[config.mk]
export PLATFORM = sky130hd
export DESIGN_NAME = lut3d_front
export DESIGN_NICKNAME = d
export VERILOG_FILES = /design/src/rtl/core/lut3d_pkg.sv /design/src/rtl/core/lut3d_front.sv
export SDC_FILE = /design/constraint.sdc
export NUM_CORES = 2
export LEC_CHECK = 0
export BUFFER_PORTS_ARGS = -buffer_cell sky130_fd_sc_hd__buf_2
export CAP_MARGIN = 20
export CORE_MARGIN = 1
export CORE_UTILIZATION = 55
export DETAILED_ROUTE_END_ITERATION = 8
export PLACE_DENSITY = 0.74
export SYNTH_ARGS = -nofsm -noshare
export SYNTH_HDL_FRONTEND = slang
export SYNTH_SLANG_ARGS = --single-unit
export TNS_END_PERCENT = 10
[constraint.sdc]
create_clock -name clk_i -period 33.3 [get_ports clk_i]
set_clock_uncertainty 0.05 [all_clocks]
set_input_delay 6.66 -clock clk_i [delete_from_list [all_inputs] [get_ports clk_i]]
set_output_delay 6.66 -clock clk_i [all_outputs]
set_load 0.05 [all_outputs]
[src/rtl/core/lut3d_pkg.sv]
// ----------------------------------------------------------------------------
// lut3d_pkg
// Shared types and constants of the 3D LUT trilinear color mapper.
// ----------------------------------------------------------------------------
`default_nettype none
package lut3d_pkg;

  localparam int unsigned AddrW  = 18;
  localparam int unsigned CoordW = 6;
  localparam int unsigned ChW    = 8;
  localparam int unsigned SizeW  = 7;
  localparam int unsigned EntryW = 24;

  localparam logic [7:0]  WeightOne  = 8'd255;
  localparam logic [23:0] Denom      = 24'd16581375;  // 255^3
  localparam logic [31:0] RoundHalf  = 32'd8290687;   // (255^3-1)/2
  localparam logic [8:0]  RecipDenom = 9'd259;        // ~2^32/255^3, rounded down

  typedef enum logic {
    CmdWrite = 1'b0,
    CmdPixel = 1'b1
  } cmd_e;

  // base[{b,g}] = N*(g + N*b); ridx[0/1] = red lo/hi; fw: blue, green, red
  typedef struct packed {
    cmd_e                         cmd;
    logic [AddrW-1:0]             waddr;
    logic [EntryW-1:0]            wdata;
    logic [3:0][AddrW-1:0]        base;
    logic [1:0][CoordW-1:0]       ridx;
    logic [2:0][ChW-1:0]          fw;
  } qitem_t;

  typedef struct packed {
    logic full;
    logic empty;
  } qstat_t;

endpackage
`default_nettype wire

[src/rtl/core/lut3d_front.sv]
// ----------------------------------------------------------------------------
// lut3d_front
// Scales pixel channels, splits them into lattice index and weight, and
// forms the corner base addresses; write items pass through.
// ----------------------------------------------------------------------------
`default_nettype none
module lut3d_front
  import lut3d_pkg::*;
(
  input  wire logic             clk_i,
  input  wire logic             rst_ni,
  input  wire logic [SizeW-1:0] n_i,
  input  wire logic             valid_i,
  output logic                  ready_o,
  input  wire cmd_e             cmd_i,
  input  wire logic [AddrW-1:0] addr_i,
  input  wire logic [ChW-1:0]   blue_i,
  input  wire logic [ChW-1:0]   green_i,
  input  wire logic [ChW-1:0]   red_i,
  output logic                  q_valid_o,
  output qitem_t                q_item_o,
  input  wire qstat_t           q_stat_i
);

  logic en;
  logic v1_q, v2_q, v3_q, v4_q;

  cmd_e                    cmd1_q, cmd2_q, cmd3_q;
  logic [AddrW-1:0]        addr1_q, addr2_q, addr3_q;
  logic [EntryW-1:0]       data1_q, data2_q, data3_q;
  logic [2:0][14:0]        p1_q;
  logic [2:0][CoordW-1:0]  lo2_q, hi2_q;
  logic [2:0][ChW-1:0]     fw2_q, fw3_q;
  logic [1:0][CoordW-1:0]  g3_q, r3_q;
  logic [1:0][12:0]        nb3_q;
  qitem_t                  item4_q;

  logic [SizeW-1:0]        nm1;
  logic [2:0][ChW-1:0]     ch;
  logic [2:0][14:0]        p_d;
  logic [2:0][CoordW-1:0]  lo_d, hi_d;
  logic [2:0][ChW-1:0]     fw_d;
  logic [1:0][12:0]        nb_d;
  logic [3:0][AddrW-1:0]   base_d;

  assign en        = !v4_q || !q_stat_i.full;
  assign ready_o   = en;
  assign q_valid_o = v4_q;
  assign q_item_o  = item4_q;

  always_comb begin
    logic [23:0]      t;
    logic [ChW-1:0]   q;
    logic [14:0]      rem;
    logic [SizeW-1:0] lo1;
    logic [19:0]      gsum;
    nm1   = n_i - 7'd1;
    ch[0] = blue_i;
    ch[1] = green_i;
    ch[2] = red_i;
    for (int k = 0; k < 3; k++) begin
      p_d[k] = 15'(ch[k]) * 15'(nm1);
      t      = 24'(p1_q[k]) * 24'd257;
      q      = t[23:16];
      rem    = p1_q[k] - 15'(q) * 15'(WeightOne);
      if (rem >= 15'(WeightOne)) begin
        lo_d[k] = CoordW'(q + 8'd1);
        fw_d[k] = 8'(rem - 15'(WeightOne));
      end else begin
        lo_d[k] = CoordW'(q);
        fw_d[k] = 8'(rem);
      end
      lo1 = 7'(lo_d[k]) + 7'd1;
      hi_d[k] = (lo1 < n_i) ? CoordW'(lo1) : CoordW'(nm1);
    end
    nb_d[0] = 13'(n_i) * 13'(lo2_q[0]);
    nb_d[1] = 13'(n_i) * 13'(hi2_q[0]);
    for (int c = 0; c < 4; c++) begin
      gsum      = 20'(g3_q[c % 2]) + 20'(nb3_q[c / 2]);
      base_d[c] = AddrW'(20'(n_i) * gsum);
    end
  end

  always_ff @(posedge clk_i or negedge rst_ni) begin
    if (!rst_ni) begin
      v1_q <= 1'b0;
      v2_q <= 1'b0;
      v3_q <= 1'b0;
      v4_q <= 1'b0;
    end else if (en) begin
      v1_q <= valid_i;
      v2_q <= v1_q;
      v3_q <= v2_q;
      v4_q <= v3_q;
    end
  end

  always_ff @(posedge clk_i) begin
    if (en) begin
      cmd1_q  <= cmd_i;
      addr1_q <= addr_i;
      data1_q <= {red_i, green_i, blue_i};
      p1_q    <= p_d;

      cmd2_q  <= cmd1_q;
      addr2_q <= addr1_q;
      data2_q <= data1_q;
      lo2_q   <= lo_d;
      hi2_q   <= hi_d;
      fw2_q   <= fw_d;

      cmd3_q  <= cmd2_q;
      addr3_q <= addr2_q;
      data3_q <= data2_q;
      nb3_q   <= nb_d;
      g3_q    <= {hi2_q[1], lo2_q[1]};
      r3_q    <= {hi2_q[2], lo2_q[2]};
      fw3_q   <= fw2_q;

      item4_q.cmd   <= cmd3_q;
      item4_q.waddr <= addr3_q;
      item4_q.wdata <= data3_q;
      item4_q.base  <= base_d;
      item4_q.ridx  <= r3_q;
      item4_q.fw    <= fw3_q;
    end
  end

endmodule
`default_nettype wire

==> metrics <==
total wire length=roughly 84 mm; Rows=around 100; outcome=finished clean; I/O Buffers=206; vias=approximately 28,000; Final min period=14.02 ns; die area=between 70,000 and 80,000 µm²; core area=76,500 µm²; HP Class=reg -> reg; hold path start=data3_q[17]; drc violations=0; Fin Hold WS=about 0.36 ns; drt via density=5.34; vias in the first global route=about 28,000; Congestion Overflow GR=0; CP cell instances=buf_2 -> nand2_4 -> buf_2; CP startpoint kind=primary input; Hold Buf Count CTS=0; Root Buffer=clkbuf_16; worst-margin pin slew=around 1.1 ns; RSZ-0062 raised after global routing=no; Worst Path Required=approximately 27 ns; crit-path max FO=4; Max Freq=0.0713 GHz; design area=~47,000 µm²; # setup viols final=0; Warnings, synthesis=0; Yosys reg bits=between 400 and 500; setup bufs post-CTS=0; Mean Syn Cell Area=roughly 11 µm²; reg2reg end=hi2_q[15]; Num CTS Buffers=52; maximum root-to-sink buffer count=3; post-DP HPWL=around 64 mm; initial antenna violation count=1; Max-slew headroom=just under 30%; Worst R2R Setup Slack=roughly 22 ns; routability congestion estimate=about 0.88; TritonCTS clock tree=done; diode count=0; layout overhead on the synthesized area=9.27%; post-synthesis cell count=around 3,900; WP depth=3; worst skew pair latency=0.63 ns; Main synth FF type=edfxtp_1; number of synthesized flops with an enable pin=459; Arrival @ worst endpoint=roughly 7.3 ns; antenna-violating nets left=0; 1st-iter DRT viols=between 1,000 and 1,500; Die Y=roughly 280 µm; Crit. End Element=output port; setup TNS=0 ns; wire per inst=~16 µm; CP top delay family=buffers and inverters; max cap viols=0; Starting Density=56.0%; CP max stage delay=approximately 0.32 ns; final period utilization=42.1%; Hold Path Sink=q_item_o[125]; most frequent CP cell=buf_2; clock slew at reported path FFs=0.06 ns; CTS H-tree lvls=2; RR Startpoint=p1_q[33]; Die Span X=about 280 µm; 1st-pass router iterations=5; placed cell area=45,000 µm²; Buf/Inv on CP=2; ys async rst share=0.864%; reg2reg path depth=35; hold path cells=0; largest net degree at the start of global routing=about 170; synthesized area=around 43,000 µm²; most common cell after layout, fill and taps aside=inv_1; GR Util All Layers=22.0%; final hold vios=0; CTS resizes=0; Crit Path Category=in -> out; most frequent cells in the layout=inv_1 (629), ha_1 (488), nand2_1 (475), fa_1 (460), edfxtp_1 (459); Critical-path top delay cell=buf_2; final max-slew violation count=0; Synth cell types=79; Final #Nets=approximately 5,100; Mapped Nets=a little under 5,000; io pins=about 210; first-pass GRT wire length=140 mm; fin util=61.2%; clk sinks=463; sequential fraction of the synthesis area=between 30% and 40%; share of layout cells above drive strength 1=8.67%
-- per-layer routing --
metal  wire length, µm  global-route usage [%]
met5                 0                       0
met4              1910                    5.67
met3              4330                    3.20
met2             41300                    37.5
met1             36100                    29.4
-- how the worst max path moves through the flow --
| stage | start | to | slack, ns |
|---|---|---|---|
| 5_1_grt | q_stat_i[1] | ready_o | 19.23 |
| 3_5_place_dp | q_stat_i[1] | ready_o | 19.22 |
| 2_1_floorplan | q_stat_i[1] | ready_o | 9.91 |
| 3_3_place_gp | q_stat_i[1] | ready_o | 19.23 |
| 4_1_cts | q_stat_i[1] | ready_o | 19.22 |
| 6_report | q_stat_i[1] | ready_o | 19.28 |
-- worst register-to-register path: cells and delay by family, from the launching register on --
kind	cells	cell delay (ns)
adder cells (fa/ha/maj)	10	4.00
AO/OA/AOI/OAI	11	2.72
XOR/XNOR	3	1.73
AND/OR/NAND/NOR	7	1.42
flip-flops	1	0.70
multiplexers	1	0.43
buffers and inverters	3	0.34
-- cell type report --
type	instances	area [µm²]
Inverter	630	2360
Sequential cell	463	13900
Clock inverter	40	472
Fill cell	6252	29600
Timing Repair Buffer	226	1210
Clock buffer	58	1320
Multi-Input combinational cell	2759	26300
Tap cell	1030	1290
-- kinds of logic (layout without fill, tap and decap cells) --
logic type / after synthesis / count (layout) / synth area share [%]
muxes: 32 / 32 / 0.838
buffers and inverters: 723 / 954 / 6.37
adders and majority gates: 948 / 948 / 35.7
DFF: 463 / 463 / 32.4
and+or+nand+nor: 1051 / 1051 / 11.7
xor gates and xnor gates: 318 / 318 / 6.59
AOI/OAI and AO/OA: 410 / 410 / 6.34
-- state kept, by name (all words and copies together) (netlist names), 18 cells and up --
register  count
data2_q      24
addr3_q      18
fw2_q        24
addr1_q      18
q_item_o    151
fw3_q        24
hi2_q        18
data1_q      24
p1_q         45
addr2_q      18
lo2_q        18
data3_q      24
nb3_q        26
-- through the flow --
stage          worst slack (ns)  std cells
3_3_place_gp              19.23       5107
2_1_floorplan              9.91       3945
4_1_cts                   19.22       5205
5_1_grt                   19.23       5206
3_5_place_dp              19.22       5107
6_report                  19.28       5206
-- cells in the mapped netlist (6+ instances only) --
cell type  instances  area, µm²
xnor2_1          236       2070
o21ai_0           42        210
a21o_1            61        458
nand3b_1           6       45.0
a21boi_0           6       45.0
nand2_1          476       1790
ha_1             488       6110
nand4_1           23        144
nand2b_1          25        156
and3_1            19        119
or3_1             13       81.3
or2_2              8       50.1
nor3_1            49        245
xor2_1            78        683
clkbuf_1          84        315
a21oi_1          146        731
fa_1             460       9210
nand3_1           45        225
inv_1            629       2360
nor2b_1           50        313
o41ai_1            7       61.3
buf_2              7       35.0
nor4_1             6       37.5
a31oi_1           11       68.8
mux2_2            14        158
edfxtp_1         459      13800
nor2_1           115        432
o31ai_1            6       45.0
o211ai_1          13       97.6
and2_1           203       1270
mux2i_1           13        130
o21a_1            21        158
o21bai_1          43        323
Power is left out: the tool's default activity adds up to more than one toggle a clock period on the data nets, which glitch-free logic cannot reach.
