`config.mk`:
```
export PLATFORM = sky130hd
export DESIGN_NAME = lut3d_fifo
export DESIGN_NICKNAME = d
export VERILOG_FILES = /design/src/rtl/core/lut3d_pkg.sv /design/src/rtl/core/lut3d_fifo.sv
export SDC_FILE = /design/constraint.sdc
export NUM_CORES = 1
export LEC_CHECK = 0
export ABC_AREA = 1
export BUFFER_PORTS_ARGS = -buffer_cell sky130_fd_sc_hd__buf_4
export CORE_ASPECT_RATIO = 0.9
export CORE_MARGIN = 2
export CORE_UTILIZATION = 48
export DETAILED_ROUTE_END_ITERATION = 12
export PLACE_DENSITY = 0.64
export SLEW_MARGIN = 20
export SYNTH_ARGS = -nofsm -noshare
export SYNTH_HDL_FRONTEND = slang
export SYNTH_SLANG_ARGS = --single-unit
export TNS_END_PERCENT = 1
```
`constraint.sdc`:
```
create_clock -name clk_i -period 11 [get_ports clk_i]
set_input_delay 1.1 -clock clk_i [delete_from_list [all_inputs] [get_ports clk_i]]
set_output_delay 1.1 -clock clk_i [all_outputs]
set_load 0.01 [all_outputs]
```
`src/rtl/core/lut3d_pkg.sv`:
```
// ----------------------------------------------------------------------------
// lut3d_pkg
// Shared types and constants of the 3D LUT trilinear color mapper.
// ----------------------------------------------------------------------------
`default_nettype none
package lut3d_pkg;

  localparam int unsigned AddrW  = 18;
  localparam int unsigned CoordW = 6;
  localparam int unsigned ChW    = 8;
  localparam int unsigned SizeW  = 7;
  localparam int unsigned EntryW = 24;

  localparam logic [7:0]  WeightOne  = 8'd255;
  localparam logic [23:0] Denom      = 24'd16581375;  // 255^3
  localparam logic [31:0] RoundHalf  = 32'd8290687;   // (255^3-1)/2
  localparam logic [8:0]  RecipDenom = 9'd259;        // ~2^32/255^3, rounded down

  typedef enum logic {
    CmdWrite = 1'b0,
    CmdPixel = 1'b1
  } cmd_e;

  // base[{b,g}] = N*(g + N*b); ridx[0/1] = red lo/hi; fw: blue, green, red
  typedef struct packed {
    cmd_e                         cmd;
    logic [AddrW-1:0]             waddr;
    logic [EntryW-1:0]            wdata;
    logic [3:0][AddrW-1:0]        base;
    logic [1:0][CoordW-1:0]       ridx;
    logic [2:0][ChW-1:0]          fw;
  } qitem_t;

  typedef struct packed {
    logic full;
    logic empty;
  } qstat_t;

endpackage
`default_nettype wire

```
`src/rtl/core/lut3d_fifo.sv`:
```
// ----------------------------------------------------------------------------
// lut3d_fifo
// Four-entry queue between the front and back parts.
// ----------------------------------------------------------------------------
`default_nettype none
module lut3d_fifo
  import lut3d_pkg::*;
(
  input  wire logic   clk_i,
  input  wire logic   rst_ni,
  input  wire logic   push_valid_i,
  input  wire qitem_t push_item_i,
  input  wire logic   pop_i,
  output qitem_t      pop_item_o,
  output qstat_t      stat_o
);

  qitem_t     mem_q [4];
  logic [1:0] wptr_q, rptr_q;
  logic [2:0] cnt_q;
  logic       push;

  assign stat_o.full  = (cnt_q == 3'd4);
  assign stat_o.empty = (cnt_q == 3'd0);
  assign push         = push_valid_i && !stat_o.full;
  assign pop_item_o   = mem_q[rptr_q];

  always_ff @(posedge clk_i or negedge rst_ni) begin
    if (!rst_ni) begin
      wptr_q <= '0;
      rptr_q <= '0;
      cnt_q  <= '0;
    end else begin
      if (push) begin
        wptr_q <= wptr_q + 2'd1;
      end
      if (pop_i) begin
        rptr_q <= rptr_q + 2'd1;
      end
      cnt_q <= cnt_q + 3'(push) - 3'(pop_i);
    end
  end

  always_ff @(posedge clk_i) begin
    if (push) begin
      mem_q[wptr_q] <= push_item_i;
    end
  end

endmodule
`default_nettype wire

```
==> results of run 1 <==
## where the power goes
group | switching (mW) | total [mW] | internal [mW] | leakage (nW)
Sequential | 0.130 | 3.20 | 3.06 | 5.62
Combinational | 1.75 | 2.79 | 1.05 | 4.95
Clock | 0.828 | 1.93 | 1.10 | 0.906
## per-stage QoR
| stage | util [%] | cells | setup WS (ns) |
|---|---|---|---|
| 2_1_floorplan | - | 1815 | 2.824 |
| 3_3_place_gp | 53.87 | 2721 | 7.022 |
| 3_5_place_dp | 53.87 | 2721 | 6.937 |
| 4_1_cts | 57.54 | 2830 | 6.503 |
| 5_1_grt | 57.60 | 2831 | 6.138 |
| 6_report | 57.61 | 2832 | 6.402 |
## flip-flops by register name, indices dropped and copies added (netlist names)
register	flops
mem_q	604
cnt_q	3
rptr_q	2
wptr_q	2
## cell families (layout without fill, tap and decap cells)
| kind of cell | count (synthesis) | count (layout) |
|---|---|---|
| adders and majority gates | 6 | 6 |
| and+or+nand+nor | 477 | 477 |
| xor gates and xnor gates | 2 | 2 |
| AOI/OAI and AO/OA | 302 | 302 |
| other | 0 | 1 |
| buffers and inverters | 417 | 753 |
| DFF | 611 | 611 |
## cells in the mapped netlist (all sizes together)
library cell	n
edfxtp	604
nand2	467
inv	317
o211ai	302
buf	86
clkbuf	14
dfrtp	7
ha	5
nor2	5
nand3	4
xor2	2
fa	1
nor3	1
## layer usage
layer	track usage, %	vias up
li1	-	6898
met1	24.49	6791
met2	31.33	317
met3	6.164	95
met4	5.864	6
met5	0	-
## worst max path at each step
stage	slack, ns	cells after the start	endpoint	startpoint
6_report	6.40	7	pop_item_o[131]	rptr_q[0]
5_1_grt	6.14	7	pop_item_o[124]	rptr_q[0]
4_1_cts	6.50	6	pop_item_o[131]	rptr_q[0]
3_5_place_dp	6.94	5	mem_q[2][129]	push_valid_i
3_3_place_gp	7.02	5	mem_q[2][136]	push_valid_i
2_1_floorplan	2.82	2	mem_q[0][0]	push_valid_i
## area by class of cell
class,instances,area share (%)
Antenna cell,1,0.008660
Clock inverter,38,0.9612
Clock buffer,71,5.412
Inverter,317,4.144
Tap cell,680,2.944
Multi-Input combinational cell,787,14.51
Sequential cell,611,63.40
Timing Repair Buffer,327,8.621
## placed cells by master, fill, tap and decap left out
| cell type | n |
|---|---|
| nor2_4 | 4 |
| clkbuf_16 | 61 |
| ha_1 | 5 |
| clkinv_2 | 14 |
| edfxtp_1 | 604 |
| clkinv_4 | 1 |
| fa_1 | 1 |
| inv_8 | 1 |
| buf_16 | 1 |
| buf_6 | 1 |
| nand2_1 | 467 |
| nor2_1 | 1 |
| buf_4 | 324 |
| clkinvlp_4 | 2 |
| nand3_1 | 4 |
| nor3_1 | 1 |
| inv_1 | 316 |
| dfrtp_4 | 2 |
| diode_2 | 1 |
| xor2_1 | 2 |
| buf_12 | 1 |
| clkbuf_1 | 10 |
| dfrtp_1 | 5 |
| bufinv_16 | 4 |
| clkinv_1 | 17 |
| o211ai_1 | 302 |
==> results_dict.tcl, run 1 <==
set metrics [dict create \
    die_h_um 217.1 \
    die-area_um2 52270 \
    leakage_nw 11.47 \
    fin_nets 2265 \
    grt_pass1_wl_mm 76.98 \
    clockRootBuffer "clkbuf_16" \
    hold_buffers 0 \
    skew_ns 0.007678 \
    synth_fp_nets 1976 \
    clock_sinks 611 \
    gp_congestion 0.7473 \
    fmax_mhz 217.5 \
    yosys.area_share.xor_xnor_pct 0.07234 \
    synth_cells 1815 \
    powerDensity_nw_per_um2 273.9 \
    ys_seq_elements 611 \
    multi_input_area_um2 4194 \
    yosysTopAreaCellShare_pct 74.90 \
    critPathLaunchType "flop" \
    portBuffers 307 \
    io_pins 308 \
    detail-route-antenna-nets 0 \
    dp_hpwl_mm 29.01 \
    fin_crit_sh_pct 41.80 \
    overflow 0 \
    setup_violations 0 \
    cts-resized-gates 0 \
    drv_slew 0 \
    crit-reg2reg-launch "cnt_q[1]" \
    final_hold_viol_count 0 \
    required_ns 9.90 \
    ys_types 16 \
    critical_path_class "flop to primary output" \
    cts_setup_buffers 0 \
    ys_seq_area_share_pct 75.62 \
    critical-path-max-stage-delay_ns 0.75 \
    seq_area_um2 18320 \
    clk_latency_ns 0.60 \
    antenna_found_initial 4 \
    grt_max_degree 266 \
    cts_buffer_depth 3 \
    viasPerCell 4.981 \
    synth_area_leader_cell "edfxtp_1" \
    crit_path_end_kind "primary output" \
    placementRows 78 \
    max_slew.worst_pin.slew_ns 1.079 \
    grtUsageTotal_pct 19.17 \
    synth_area_per_cell_um2 13.34 \
    ff2ff_setup_slack_ns 7.59 \
    vdd_drop_max_uv 173.7 \
    crit_slowest_cell "buf_4" \
    reg2reg_to "mem_q[2][131]" \
    synthMuxAreaShare_pct 0 \
    start_util_pct 48.27 \
    crit_family "buffers and inverters" \
    route.met2.wl_mm 23.48 \
    wl_mm 50.15 \
    top_layer "met5" \
    drc 0 \
    grt_pass1_vias 13945 \
    synth-simple-area-share_pct 7.420 \
    wl_met3_mm 4.050 \
    vias 14107 \
    syn-cell-area_um2 24220 \
    cts.clk_slew.worst_paths_ns 0.06 \
    first_pass_iters 5 \
    drt_iter0_drc 838 \
    power.total_mw 7.915 \
    setup_tns_ns 0 \
    ys_warn_count 0 \
    hold_ws_ns 0.2960 \
    design_area_um2 28900 \
    area_delta_synth_final_pct 19.33 \
    r2r_cells 6 \
    core_um2 50160 \
    synth-adder-area-share_pct 0.3410 \
    relSlewSlack_pct 28.09 \
    critical_path_arrival_ns 3.50 \
    min_period_ns 4.598 \
    cp_num_buf_inv 4 \
    drive_gt1_share_pct 19.34 \
    cts_made_buffers 60 \
    cts_tree "yes" \
    maxCapViolations 0 \
    synth.top_cells.by_area "edfxtp_1 75%, o211ai_1 9.4%, nand2_1 7.2%" \
    status "finished clean" \
    dpl_cell_area_um2 27020 \
    synth_compound_area_share_pct 9.362 \
    crit_fanout 203 \
    num-fill-cells 4016 \
    die_w_um 240.8 \
    routedWlPerCell_um 17.71 \
    wl_met1_mm 21.34 \
    htreeDepth 2 \
    hold_path_class "primary input to async pin" \
    synth_top_family_by_area "compound AO/OA/AOI/OAI gates" \
    path_cells "buf_12 > buf_16 > buf_4 > nand2_1 > o211ai_1 > nand2_1 > buf_4" \
    rsz0062_at_grt "false" \
]
(Power assumes the default switching activity.)
==> inputs of run 2 (changes only) <==
--- a/config.mk
+++ b/config.mk
@@ -11,7 +11,7 @@
 export CORE_MARGIN = 2
 export CORE_UTILIZATION = 48
 export DETAILED_ROUTE_END_ITERATION = 12
-export PLACE_DENSITY = 0.64
+export PLACE_DENSITY = 0.67
 export SLEW_MARGIN = 20
 export SYNTH_ARGS = -nofsm -noshare
 export SYNTH_HDL_FRONTEND = slang
==> constraint.sdc (replaced) <==
create_clock -name clk_i -period 3.86 [get_ports clk_i]
set_input_delay 0.386 -clock clk_i [delete_from_list [all_inputs] [get_ports clk_i]]
set_output_delay 0.386 -clock clk_i [all_outputs]
set_load 0.01 [all_outputs]
==> results_dict.tcl, run 2 (synthesized netlist as in run 1, its figures left out) <==
set metrics [dict create \
    crit_fanout 55 \
    largest_reg_flops 604 \
    critical_path_arrival_ns 2.55 \
    start_util_pct 48.27 \
    vdd_drop_max_uv 557.8 \
    placementRows 78 \
    viasPerCell 4.949 \
    powerDensity_nw_per_um2 752.1 \
    grt_max_degree 152 \
    overflow 0 \
    grtUsageTotal_pct 20.10 \
    first_pass_iters 5 \
    fmax_mhz 340.9 \
    htreeDepth 2 \
    top_register "mem_q" \
    vias 14877 \
    mostFrequentLayoutCell "edfxtp_1" \
    core_um2 50160 \
    drv_slew 0 \
    cts_tree "yes" \
    critPathLaunchType "flop" \
    fin_crit_sh_pct 76.00 \
    io_pins 308 \
    pwr-share-seq_pct 39.2 \
    required_ns 3.47 \
    detail-route-antenna-nets 0 \
    die-area_um2 52270 \
    place_ws_ns 1.398 \
    cts_made_buffers 60 \
    grt_pass1_wl_mm 81.28 \
    relSlewSlack_pct 39.36 \
    skew_ns 0.01343 \
    crit_path_end_kind "primary output" \
    combPwrFrac_pct 36.3 \
    design_area_um2 30840 \
    antenna_found_initial 7 \
    cts_setup_buffers 0 \
    reg_top3 "mem_q (604), cnt_q (3)" \
    leakage_nw 12.27 \
    dp_hpwl_mm 29.92 \
    rsz0062_at_grt "false" \
    fin_nets 2432 \
    cts_buffer_depth 3 \
    drive_gt1_share_pct 18.72 \
    die_w_um 240.8 \
    critical_path_class "flop to primary output" \
    maxCapViolations 0 \
    setup_violations 0 \
    power.internal_mw 15.31 \
    cts.clk_slew.worst_paths_ns 0.06 \
    gp_congestion 0.7456 \
    switching_power_mw 7.884 \
    dpl_cell_area_um2 27380 \
    clock_sinks 611 \
    hold_path_class "primary input to flop" \
    drc 0 \
    routedWlPerCell_um 17.37 \
    layout_common_cells "604 x edfxtp_1, 467 x nand2_1, 320 x buf_4" \
    netSwitchingFraction_pct 33.99 \
    grt_pass1_vias 15010 \
    status "finished clean" \
    clk_latency_ns 0.61 \
    drt_iter0_drc 839 \
    p_clk_share_pct 24.4 \
    die_h_um 217.1 \
    wl_mm 52.23 \
    portBuffers 307 \
    final_hold_viol_count 0 \
    worst_slack_ns 0.9265 \
    clockRootBuffer "clkbuf_16" \
    min_period_ns 2.934 \
    area_delta_synth_final_pct 27.35 \
    max_slew.worst_pin.slew_ns 0.9096 \
]
[run 2: path summary, 6_finish.rpt]
path,cells past startpoint,slack (ns),from,to
max,5,0.93,rptr_q[0],pop_item_o[78]
min,3,0.05,push_valid_i,wptr_q[0]
max reg2reg,5,1.39,cnt_q[1],mem_q[0][109]
min reg2reg,2,0.54,wptr_q[1],wptr_q[1]
max in group asynchronous,2,3.61,rst_ni,rptr_q[0]
min in group asynchronous,2,0.12,rst_ni,wptr_q[0]
[run 2: repair_timing]
item	CTS	global route
resized for setup	0	0
hold buffers	153	0
endpoints found under the hold margin	612	0
[run 2: critical path, cell delays in order, from the launching register on]
cell and delay (ns):
dfrtp_4 0.88, buf_4 0.55, nand2_1 0.13, o211ai_1 0.12
nand2_1 0.08, buf_4 0.15
[run 2: through the flow]
| stage | util [%] | std cells | hold slack, ns | power [mW] | setup TNS [ns] |
|---|---|---|---|---|---|
| after floorplan | - | 1815 | 0.09041 | 14.02 | -789.18 |
| after global placement | 54.59 | 2736 | 0.2029 | 17.45 | 0 |
| after detailed placement | 54.59 | 2736 | 0.2053 | 17.64 | 0 |
| after CTS | 61.44 | 2998 | 0.003254 | 23.46 | 0 |
| after global routing | 61.46 | 3002 | 0.05025 | 24.54 | 0 |
| final | 61.48 | 3006 | 0.04845 | 23.19 | 0 |
[run 2: power groups by stage]
| stage | registers (mW) | clock network, mW | logic (mW) |
|---|---|---|---|
| after floorplan | 9.24 | 0 | 4.78 |
| after global placement | 9.19 | 0 | 8.26 |
| after detailed placement | 9.25 | 0 | 8.39 |
| after CTS | 9.11 | 5.80 | 8.55 |
| after global routing | 9.21 | 6.07 | 9.26 |
| final | 9.10 | 5.67 | 8.43 |
[run 2: final cells by class]
class                   instances  area (um2)
inverters                     317        1195
fillers                      3797       19320
clock buffers                  74        1575
diodes                          8       20.02
flip-flops and latches        611       18320
multi-input cells             787        4194
well taps                     680       850.8
repair buffers                494        4354
clock inverters                35       330.3
[run 2: metal layers]
layer | part of all wire, % | routed length, um | vias to the layer above | GRT usage [%]
met3 | 7.0 | 3656 | 83 | 4.871
met5 | 0.025 | 13 | - | 0
met2 | 48 | 25270 | 395 | 33.39
met1 | 42 | 22010 | 7138 | 26.14
li1 | - | - | 7259 | -
met4 | 2.5 | 1281 | 2 | 6.502
==> inputs of run 3 (changes only) <==
--- a/config.mk
+++ b/config.mk
@@ -11,7 +11,7 @@
 export CORE_MARGIN = 2
 export CORE_UTILIZATION = 48
 export DETAILED_ROUTE_END_ITERATION = 12
-export PLACE_DENSITY = 0.67
+export PLACE_DENSITY = 0.64
 export SLEW_MARGIN = 20
 export SYNTH_ARGS = -nofsm -noshare
 export SYNTH_HDL_FRONTEND = slang
==> constraint.sdc (replaced) <==
create_clock -name clk_i -period 2.9 [get_ports clk_i]
set_input_delay 0.29 -clock clk_i [delete_from_list [all_inputs] [get_ports clk_i]]
set_output_delay 0.29 -clock clk_i [all_outputs]
set_load 0.01 [all_outputs]
==> results_dict.tcl, run 3 (synthesized netlist as in run 1, its figures left out) <==
set metrics [dict create \
    status "finished clean" \
    die_w_um 240.8 \
    reg_top3 "mem_q (604), cnt_q (3)" \
    leakage_nw 12.24 \
    vias 14772 \
    skew_ns 0.01498 \
    first_pass_iters 5 \
    overflow 0 \
    maxCapViolations 0 \
    drc 0 \
    fin_crit_sh_pct 88.13 \
    cts_setup_buffers 0 \
    min_period_ns 2.556 \
    area_delta_synth_final_pct 27.07 \
    critPathLaunchType "flop" \
    dpl_cell_area_um2 27360 \
    cts_buffer_depth 3 \
    drt_iter0_drc 771 \
    rsz0062_at_grt "false" \
    cts_made_buffers 61 \
    required_ns 2.61 \
    vdd_drop_max_uv 709.3 \
    layout_common_cells "604 x edfxtp_1, 465 x nand2_1, 318 x buf_4" \
    core_um2 50160 \
    cts.clk_slew.worst_paths_ns 0.06 \
    critical_path_class "flop to primary output" \
    multi_input_area_um2 4204 \
    io_pins 308 \
    drv_slew 0 \
    largest_reg_flops 604 \
    hold_ws_ns 0.05981 \
    clockRootBuffer "clkbuf_16" \
    die-area_um2 52270 \
    clk_latency_ns 0.60 \
    mostFrequentLayoutCell "edfxtp_1" \
    powerDensity_nw_per_um2 994.3 \
    portBuffers 307 \
    final_hold_viol_count 0 \
    detail-route-antenna-nets 0 \
    hold_path_class "primary input to async pin" \
    seq_area_um2 18320 \
    grt_pass1_vias 14386 \
    setup_tns_ns 0 \
    fmax_mhz 391.3 \
    htreeDepth 2 \
    cts_tree "yes" \
    worst_slack_ns 0.3443 \
    viasPerCell 4.916 \
    power.total_mw 30.60 \
    placementRows 78 \
    fin_nets 2431 \
    grtUsageTotal_pct 19.37 \
    max_slew.worst_pin.slew_ns 0.8298 \
    top_register "mem_q" \
    grt_pass1_wl_mm 78.24 \
    relSlewSlack_pct 44.68 \
    clock_sinks 611 \
    routedWlPerCell_um 16.86 \
    antenna_found_initial 6 \
    critical_path_arrival_ns 2.27 \
    crit_path_end_kind "primary output" \
    grt_max_degree 166 \
    drive_gt1_share_pct 18.54 \
    gp_congestion 0.7485 \
    design_area_um2 30770 \
    crit_fanout 165 \
    wl_mm 50.65 \
    setup_violations 0 \
    place_ws_ns 0.9539 \
    dp_hpwl_mm 28.09 \
    start_util_pct 48.27 \
    num-fill-cells 3819 \
    die_h_um 217.1 \
]
run 3: cell count changes in the layout (fill, tap and decap cells not counted), moves of 2 or more:
cell,previous run,this run
clkinv_1,10,19
clkbuf_1,13,10
nand2_1,467,465
clkinvlp_4,4,2
diode_2,8,6
inv_6,3,0
bufinv_16,6,4
buf_4,320,318
run 3: where the power goes:
group / total (mW) / leakage [nW] / internal [mW] / switching, mW
Sequential: 12.0 / 5.62 / 11.6 / 0.406
Combinational: 11.2 / 5.71 / 4.41 / 6.83
Clock: 7.34 / 0.915 / 4.19 / 3.16
run 3: area by class of cell:
class / count / area share, %
sequential: 611 / 59.53
timing repair buffer: 492 / 14.07
multi-input combinational: 787 / 13.66
clock buffer: 71 / 5.083
inverter: 317 / 3.875
tap: 680 / 2.765
clock inverter: 41 / 0.9636
antenna: 6 / 0.04879
run 3: repair_timing:
item,CTS,global route
resized for setup,0,0
hold endpoints to repair,615,0
hold buffers,154,0
run 3: worst paths after layout:
check                            endpoint            start  slack (ns)  cells past startpoint
max                        pop_item_o[97]        rptr_q[0]        0.34                      5
min                              cnt_q[1]           rst_ni        0.06                      2
max reg2reg                 mem_q[3][108]         cnt_q[1]        0.97                      5
min reg2reg                      cnt_q[0]         cnt_q[0]        0.54                      1
max in group asynchronous       rptr_q[1]           rst_ni        2.70                      2
min in group clk_i           mem_q[1][35]  push_item_i[35]        0.42                      2
run 3: per-layer routing:
| metal | track usage, % | wire, um | vias to the layer above |
|---|---|---|---|
| met5 | 0 | 27 | - |
| met4 | 5.288 | 1017 | 4 |
| met3 | 5.467 | 3668 | 76 |
| met2 | 32.73 | 24770 | 325 |
| met1 | 24.55 | 21170 | 7117 |
| li1 | - | - | 7250 |
run 3: through the flow:
stage	utilization (%)	std cells
global route	61.33	3003
detailed placement	54.53	2733
global placement	54.53	2733
CTS	61.31	2999
floorplan	-	1815
finish	61.34	3005
run 3: worst max-delay path, stage by stage (launching register included):
cell and delay (ns):
dfrtp_4 0.56, buf_12 0.52, nand2_1 0.12, o211ai_1 0.12, nand2_1 0.13, buf_4 0.16
